===== src/rtl/tccb_pkg.sv =====
package tccb_pkg;

    // Store geometry: row-major, fixed row pitch of MAX_COLS
    localparam int MAX_COLS = 128;
    localparam int MAX_ROWS = 32;
    localparam int COL_W    = $clog2(MAX_COLS);
    localparam int ROW_W    = $clog2(MAX_ROWS);
    localparam int ADDR_W   = ROW_W + COL_W;
    localparam int CELL_W   = 16;
    localparam int DEPTH    = MAX_COLS * MAX_ROWS;

    // Register and comparison widths
    localparam int CFG_W    = 8;
    localparam int TAB_W    = 7;
    localparam int TAB_MAX  = 64;
    localparam int CMP_W    = ((COL_W > TAB_W) ? COL_W : TAB_W) + 1;
    localparam int TAB_CAP  = 2 * MAX_COLS + 2;
    localparam int TCNT_W   = $clog2(TAB_CAP + 1);

    localparam logic [7:0] BLANK_CHAR = 8'h20;
    localparam logic [7:0] RESET_ATTR = 8'h70;

    // Configuration register indexes
    localparam logic [1:0] CFG_COLUMNS = 2'd0;
    localparam logic [1:0] CFG_ROWS    = 2'd1;
    localparam logic [1:0] CFG_TAB     = 2'd2;

    // Clear kinds
    localparam logic [2:0] CLR_ALL        = 3'd0;
    localparam logic [2:0] CLR_TO_END     = 3'd1;
    localparam logic [2:0] CLR_TO_EOL     = 3'd2;
    localparam logic [2:0] CLR_FROM_START = 3'd3;
    localparam logic [2:0] CLR_FROM_SOL   = 3'd4;

    typedef enum logic [3:0] {
        ACT_PUT      = 4'd0,
        ACT_CR       = 4'd1,
        ACT_LF       = 4'd2,
        ACT_BS       = 4'd3,
        ACT_TAB      = 4'd4,
        ACT_MOVE     = 4'd5,
        ACT_CLEAR    = 4'd6,
        ACT_INSLINE  = 4'd7,
        ACT_DELLINE  = 4'd8,
        ACT_INSCHAR  = 4'd9,
        ACT_DELCHAR  = 4'd10,
        ACT_SCROLL   = 4'd11,
        ACT_READ     = 4'd12
    } action_t;

    // Where a copy sweep reads relative to the cell it writes
    typedef enum logic [1:0] {
        SRC_ROW_NEXT = 2'd0,
        SRC_ROW_PREV = 2'd1,
        SRC_COL_NEXT = 2'd2,
        SRC_COL_PREV = 2'd3
    } src_dir_t;

    typedef struct packed {
        logic              copy;
        logic [ROW_W-1:0]  row_first;
        logic [ROW_W-1:0]  row_last;
        logic              row_down;
        logic [COL_W-1:0]  col_first;
        logic [COL_W-1:0]  col_last;
        logic              col_down;
        src_dir_t          src;
        logic [CELL_W-1:0] fill;
    } sweep_cmd_t;

    typedef struct packed {
        logic              we;
        logic [ADDR_W-1:0] waddr;
        logic [CELL_W-1:0] wdata;
        logic [ADDR_W-1:0] raddr;
    } mem_req_t;

endpackage


===== src/rtl/tccb_sweep.sv =====
module tccb_sweep
    import tccb_pkg::*;
(
    input  logic              clk,
    input  logic              rst_n,
    input  logic              start,
    input  sweep_cmd_t        cmd,
    input  logic [CELL_W-1:0] rdata,
    output mem_req_t          req,
    output logic              busy
);

    logic              active_reg, active_next;
    logic              pend_reg, pend_next;
    sweep_cmd_t        cmd_reg, cmd_next;
    logic [ROW_W-1:0]  row_reg, row_next;
    logic [COL_W-1:0]  col_reg, col_next;
    logic [ADDR_W-1:0] pend_addr_reg, pend_addr_next;
    logic [ROW_W-1:0]  src_row;
    logic [COL_W-1:0]  src_col;
    logic              last;

    // Source cell of a copy
    always_comb
    begin
        src_row = row_reg;
        src_col = col_reg;
        unique case (cmd_reg.src)
            SRC_ROW_NEXT: src_row = row_reg + 1'b1;
            SRC_ROW_PREV: src_row = row_reg - 1'b1;
            SRC_COL_NEXT: src_col = col_reg + 1'b1;
            SRC_COL_PREV: src_col = col_reg - 1'b1;
            default:      src_row = row_reg;
        endcase
    end

    assign last = (row_reg == cmd_reg.row_last) && (col_reg == cmd_reg.col_last);

    // Memory request: fill writes directly, copy writes the read data in the next cycle
    always_comb
    begin
        req.raddr = {src_row, src_col};
        req.we    = pend_reg || (active_reg && !cmd_reg.copy);
        req.waddr = pend_reg ? pend_addr_reg : {row_reg, col_reg};
        req.wdata = pend_reg ? rdata : cmd_reg.fill;
    end

    // Walk the box, rows outer, columns inner
    always_comb
    begin
        active_next    = active_reg;
        cmd_next       = cmd_reg;
        row_next       = row_reg;
        col_next       = col_reg;
        pend_next      = active_reg && cmd_reg.copy;
        pend_addr_next = {row_reg, col_reg};
        if (start)
        begin
            active_next = 1'b1;
            cmd_next    = cmd;
            row_next    = cmd.row_first;
            col_next    = cmd.col_first;
        end
        else if (active_reg)
        begin
            if (last)
            begin
                active_next = 1'b0;
            end
            else if (col_reg == cmd_reg.col_last)
            begin
                col_next = cmd_reg.col_first;
                row_next = cmd_reg.row_down ? row_reg - 1'b1 : row_reg + 1'b1;
            end
            else
            begin
                col_next = cmd_reg.col_down ? col_reg - 1'b1 : col_reg + 1'b1;
            end
        end
    end

    always_ff @(posedge clk or negedge rst_n)
    begin
        if (!rst_n)
        begin
            active_reg <= 1'b0;
            pend_reg   <= 1'b0;
        end
        else
        begin
            active_reg <= active_next;
            pend_reg   <= pend_next;
        end
    end

    always_ff @(posedge clk)
    begin
        cmd_reg       <= cmd_next;
        row_reg       <= row_next;
        col_reg       <= col_next;
        pend_addr_reg <= pend_addr_next;
    end

    assign busy = active_reg || pend_reg;

    // A pending write only follows a copy cycle
    assert property (@(posedge clk) disable iff (!rst_n)
        pend_reg |-> $past(active_reg && cmd_reg.copy))
        else $error("sweep write-back without a copy read");

endmodule


===== config.mk =====
export PLATFORM = sky130hd
export DESIGN_NAME = tccb_sweep
export DESIGN_NICKNAME = d
export VERILOG_FILES = /design/src/rtl/tccb_pkg.sv /design/src/rtl/tccb_sweep.sv
export SDC_FILE = /design/constraint.sdc
export NUM_CORES = 1
export LEC_CHECK = 0
export BUFFER_PORTS_ARGS = -buffer_cell sky130_fd_sc_hd__buf_4
export CAP_MARGIN = 20
export CORE_ASPECT_RATIO = 1.75
export CORE_MARGIN = 1.5
export CORE_UTILIZATION = 55
export DETAILED_ROUTE_END_ITERATION = 7
export PLACE_DENSITY_LB_ADDON = 0.25
export SYNTH_ARGS = -nofsm -noshare
export SYNTH_HDL_FRONTEND = slang
export SYNTH_SLANG_ARGS = --single-unit
export TNS_END_PERCENT = 20

===== constraint.sdc =====
create_clock -name clk -period 5 [get_ports clk]
set_clock_uncertainty 0.2 [all_clocks]
set_input_delay 0.25 -clock clk [delete_from_list [all_inputs] [get_ports clk]]
set_output_delay 0.25 -clock clk [all_outputs]
set_load 0.05 [all_outputs]

==> run summary, run 1 <==
Synth Net Count -> 318
number of synthesized flops with an enable pin -> 52
# rows -> 36
final layout net count -> 458
largest net degree at the start of global routing -> 64
library cells used by synthesis -> 43
slowest stage delay, CP -> 0.62 ns
Hold Crit Class -> primary input to flip-flop
Clock Root Buffer -> clkbuf_8
Final setup viols -> 0
Hold-fix buffers, CTS -> 42
# DRC -> 0
share of flip-flops with an asynchronous set or reset -> 3.03%
Post-Syn Area -> 3250 µm²
Max Fanout on Critical Path -> 10
max reg flops -> 40
Initial Utilization -> 57.7%
WP data required -> 4.55 ns
final instance area -> 4600 µm²
Via density -> 5.19
number of max-cap violations -> 0
die area -> 6390 µm²
global-route wire length before repair -> 11900 µm
total track usage -> 25.3%
worst slew pin tran -> 0.732 ns
Filler cells -> 317
top cell type's share of synthesized area -> 48.1%
Antenna Cells -> 0
Final Max Tran Viols -> 0
share of cells above drive strength 1 -> 38.5%
clock tree buffer depth -> 2
H-tree depth -> 3
Sink Count -> 66
setup tns final -> 0 ns
CP Data Arrival Time -> 2.61 ns
Die X -> 61.1 µm
number of global-route vias before repair -> 2556
power density over the cells -> 355 nW/µm²
cells after synthesis -> 250
final hold violations -> 0
GR Overflow Total -> 0
PortBufs -> 105
Worst-path clk slew -> 0.06 ns
drt initial violations -> 77
initial antenna violation count -> 0
post-synth top area cell -> edfxtp_1
startpoint type of the worst setup path -> flip-flop
Syn. warnings -> 0
crit end category -> primary output
post-synthesis sequential area ratio -> 57.0%
Tcrit/Tclk final -> 61.2%
RSZ-0062 raised after global routing -> no
Ports -> 106
post-route minimum period -> 3.06 ns
fmax -> 0.327 GHz
hpwl dp -> 4860 µm
ys flop type -> edfxtp_1
Post-CTS Setup Inserts -> 0
die height -> 105 µm
largest cells by area after synthesis -> edfxtp_1 (48%), mux2_2 (9.7%), dfxtp_1 (7.4%)
CORE AREA -> 5630 µm²
Num CTS Buffers -> 9
GP Congestion -> 0.880
#FFs+latches synth -> 66
Slew Limit Headroom -> 51.2%
DR vias -> 2443
Area Overhead vs Synth -> 41.7%
PostCTS Resize Cnt -> 0
P_leak -> 1.89 nW
DR WL/cell -> 16.1 µm
Area after DPL -> 4030 µm²
average size of a mapped cell -> 13.0 µm²
total iterations of the first detailed-routing run -> 4
Worst IR Drop VDD -> 230 µV
CTS tree -> built
worst-path cell chain -> inv_1, ha_1, or4b_2, o22ai_1, nand2_1, xnor2_1, buf_4
clk_lat worst skew -> 0.34 ns
most common cell after layout, fill and taps aside -> buf_4
commonest non-fill, non-tap cells in the layout -> buf_4 (106), edfxtp_1 (52), dlygate4sd3_1 (42)
total length of routed wires -> 7600 µm
Post-DRT Antenna Nets -> 0
crit path kind -> flip-flop to primary output
status -> complete, no violations
slowest CP cell -> or4b_2
-- report_power, final --
group / switching (W) / total, W / internal [W]
combinational: 0.000328 / 0.000551 / 0.000222
sequential: 0.0000649 / 0.000724 / 0.000660
clock: 0.000183 / 0.000359 / 0.000176
total: 0.000577 / 0.00163 / 0.00106
-- per-layer routing --
layer  global-route usage (%)  part of all wire [%]  vias up
met5                        0                     0        -
met4                     11.2                   2.6        0
met3                     5.94                   7.3       18
met2                     44.3                    55      112
met1                     27.2                    35     1136
li1                         -                     -     1177
-- logic make-up after synthesis --
family / Yosys count / share of synthesized area (%)
AOI/OAI and AO/OA: 30 / 5.39
xor gates and xnor gates: 34 / 9.40
adders and majority gates: 4 / 1.54
buffers and inverters: 26 / 4.24
DFF: 66 / 57.0
muxes: 37 / 12.6
and+or+nand+nor: 53 / 9.78
-- path summary, 6_finish.rpt --
| check | from | slack [ns] | end | cells after the start |
|---|---|---|---|---|
| worst max register to register | col_reg[0] | 2.19 | col_reg[6] | 7 |
| worst min-delay path | cmd[43] | 0.02 | row_reg[4] | 3 |
| worst max-delay path | col_reg[0] | 1.94 | req[6] | 7 |
| min in group asynchronous | rst_n | 0.04 | pend_reg | 2 |
| max in group asynchronous | rst_n | 4.46 | active_reg | 2 |
| worst min register to register | cmd_reg[44] | 0.29 | pend_reg | 1 |
-- cells in the mapped netlist (all sizes together) (3+ instances only) --
library cell,instances
edfxtp,52
mux2,32
nand2,20
xor2,19
o21ai,15
xnor2,15
dfxtp,12
clkbuf,11
buf,8
inv,7
nand2b,7
mux2i,5
a31oi,4
ha,4
nor2,4
o22ai,4
a21oi,3
nand3,3
nand4,3
nor3,3
-- layout make-up --
cell class | instances | area [µm²] | share of cell area, %
Clock buffer | 12 | 135 | 2.94
Clock inverter | 4 | 18.8 | 0.408
Inverter | 7 | 26.3 | 0.571
Multi-Input combinational cell | 158 | 1260 | 27.4
Sequential cell | 66 | 1850 | 40.2
Tap cell | 76 | 95.1 | 2.07
Timing Repair Buffer | 148 | 1220 | 26.4
-- critical path: cells and delay by family, from the launching register on --
kind	cells	cell delay (ns)
flip-flops	1	0.53
XOR/XNOR	1	0.25
AND/OR/NAND/NOR	2	0.73
buffers and inverters	2	0.39
AO/OA/AOI/OAI	1	0.17
adder cells (fa/ha/maj)	1	0.22
-- through the flow --
| stage | total power (W) | worst slack (ns) | hold WS (ns) | util (%) | instances |
|---|---|---|---|---|---|
| 2_1_floorplan | 0.00110 | 2.07 | -0.246 | - | 250 |
| 3_3_place_gp | 0.00124 | 2.24 | -0.166 | 71.5 | 413 |
| 3_5_place_dp | 0.00126 | 2.19 | -0.165 | 71.5 | 413 |
| 4_1_cts | 0.00164 | 1.96 | 0.0170 | 81.7 | 471 |
| 5_1_grt | 0.00171 | 1.76 | 0.0288 | 81.7 | 471 |
| 6_report | 0.00163 | 1.94 | 0.0188 | 81.7 | 471 |
No activity file was read; power rests on OpenSTA's default activity.
==> run 2: changes to the inputs <==
--- a/config.mk
+++ b/config.mk
@@ -9,7 +9,7 @@
 export CAP_MARGIN = 20
 export CORE_ASPECT_RATIO = 1.75
 export CORE_MARGIN = 1.5
-export CORE_UTILIZATION = 55
+export CORE_UTILIZATION = 46
 export DETAILED_ROUTE_END_ITERATION = 7
 export PLACE_DENSITY_LB_ADDON = 0.25
 export SYNTH_ARGS = -nofsm -noshare
==> constraint.sdc (replaced) <==
create_clock -name clk -period 2.8 [get_ports clk]
set_clock_uncertainty 0.2 [all_clocks]
set_input_delay 0.14 -clock clk [delete_from_list [all_inputs] [get_ports clk]]
set_output_delay 0.14 -clock clk [all_outputs]
set_load 0.05 [all_outputs]
==> run summary, run 2 (synthesized netlist as in run 1, its figures left out) <==
Final setup viols -> 0
CTS tree -> built
clock tree buffer depth -> 2
Area after DPL -> 4080 µm²
# rows -> 40
startpoint type of the worst setup path -> flip-flop
CORE AREA -> 6860 µm²
hpwl dp -> 4660 µm
initial antenna violation count -> 0
Antenna Cells -> 0
commonest non-fill, non-tap cells in the layout -> buf_4 (111), edfxtp_1 (52), dlygate4sd3_1 (47)
DR vias -> 2418
Reg area -> 1850 µm²
GP Congestion -> 0.860
post-route minimum period -> 2.66 ns
max reg flops -> 40
final instance area -> 4850 µm²
most common cell after layout, fill and taps aside -> buf_4
Num CTS Buffers -> 9
Tcrit/Tclk final -> 95.0%
Initial Utilization -> 47.4%
Sink Count -> 66
DR WL/cell -> 14.6 µm
RSZ-0062 raised after global routing -> no
total iterations of the first detailed-routing run -> 4
H-tree depth -> 3
Die X -> 66.5 µm
total length of routed wires -> 7150 µm
# DRC -> 0
global-route wire length before repair -> 11200 µm
largest net degree at the start of global routing -> 64
WP data required -> 2.46 ns
power density over the cells -> 693 nW/µm²
Clock Root Buffer -> clkbuf_16
final hold violations -> 0
status -> complete, no violations
CP Data Arrival Time -> 2.32 ns
number of max-cap violations -> 0
crit path kind -> flip-flop to primary output
Post-CTS Setup Inserts -> 0
WHS -> 0.193 ns
GR Overflow Total -> 0
crit end category -> primary output
Worst-path clk slew -> 0.05 ns
share of cells above drive strength 1 -> 39.8%
die height -> 114 µm
final layout net count -> 468
Filler cells -> 491
drt initial violations -> 87
worst slew pin tran -> 0.717 ns
Slew Limit Headroom -> 52.2%
placed insts -> 426
Max Fanout on Critical Path -> 4
total track usage -> 20.0%
Ports -> 106
P_leak -> 2.01 nW
flop-to-flop setup slack -> 0.19 ns
die area -> 7590 µm²
Non-Filler Instances -> 489
area of the multi-input gates -> 1270 µm²
PnR Total Power -> 0.00336 W
number of global-route vias before repair -> 2460
clk_lat worst skew -> 0.33 ns
Post-DRT Antenna Nets -> 0
PortBufs -> 105
fmax -> 0.376 GHz
Via density -> 4.94
Worst IR Drop VDD -> 563 µV
Area Overhead vs Synth -> 49.2%
setup tns final -> 0 ns
Hold Crit Class -> primary input to flip-flop
Final Max Tran Viols -> 0
==> run 2: worst paths after layout <==
check / from / endpoint / depth (start not counted)
max in group asynchronous: rst_n / pend_reg / 3
max reg2reg: col_reg[0] / col_reg[6] / 7
min in group asynchronous: rst_n / active_reg / 3
min reg2reg: cmd_reg[44] / pend_reg / 1
max: col_reg[0] / req[6] / 7
min: start / cmd_reg[36] / 1
==> run 2: layer usage <==
layer	wire [µm]	vias up	track usage, %
li1	-	1199	-
met2	3760	78	34.3
met5	0	-	0
met3	369	13	4.23
met4	208	0	12.7
met1	2810	1128	21.7
==> run 2: worst max-delay path, cell delays in order, from the launching register on <==
cell and delay [ns]:
edfxtp_1 0.38, inv_1 0.10, ha_1 0.23, or4b_2 0.62, o22ai_1 0.17, nand2_1 0.11
xnor2_2 0.17, buf_4 0.22
==> run 2: where the power goes <==
group | switching (W) | total [W] | leakage (nW) | internal (W)
sequential | 0.0000752 | 0.00125 | 0.638 | 0.00118
combinational | 0.000620 | 0.00104 | 1.22 | 0.000422
clock | 0.000373 | 0.00106 | 0.149 | 0.000691
==> run 2: final cells by class <==
| type | count | area share, % |
|---|---|---|
| clock inverter | 2 | 0.207 |
| sequential | 66 | 38.2 |
| inverter | 7 | 0.542 |
| timing repair buffer | 158 | 26.9 |
| tap | 84 | 2.17 |
| multi-input combinational | 158 | 26.1 |
| clock buffer | 14 | 5.86 |
==> run 2: repair_timing <==
item                                    CTS  global route
gates resized for setup                   0             0
hold buffers                             47             0
endpoints found under the setup margin    0             0
endpoints found under the hold margin    54             0
==> run 2: through the flow <==
| stage | utilization (%) | setup WS, ns |
|---|---|---|
| after floorplan | - | 0.134 |
| after detailed placement | 59.5 | 0.183 |
| after global placement | 59.5 | 0.237 |
| after global routing | 70.7 | 0.0133 |
| final | 70.7 | 0.139 |
| after CTS | 70.7 | 0.113 |
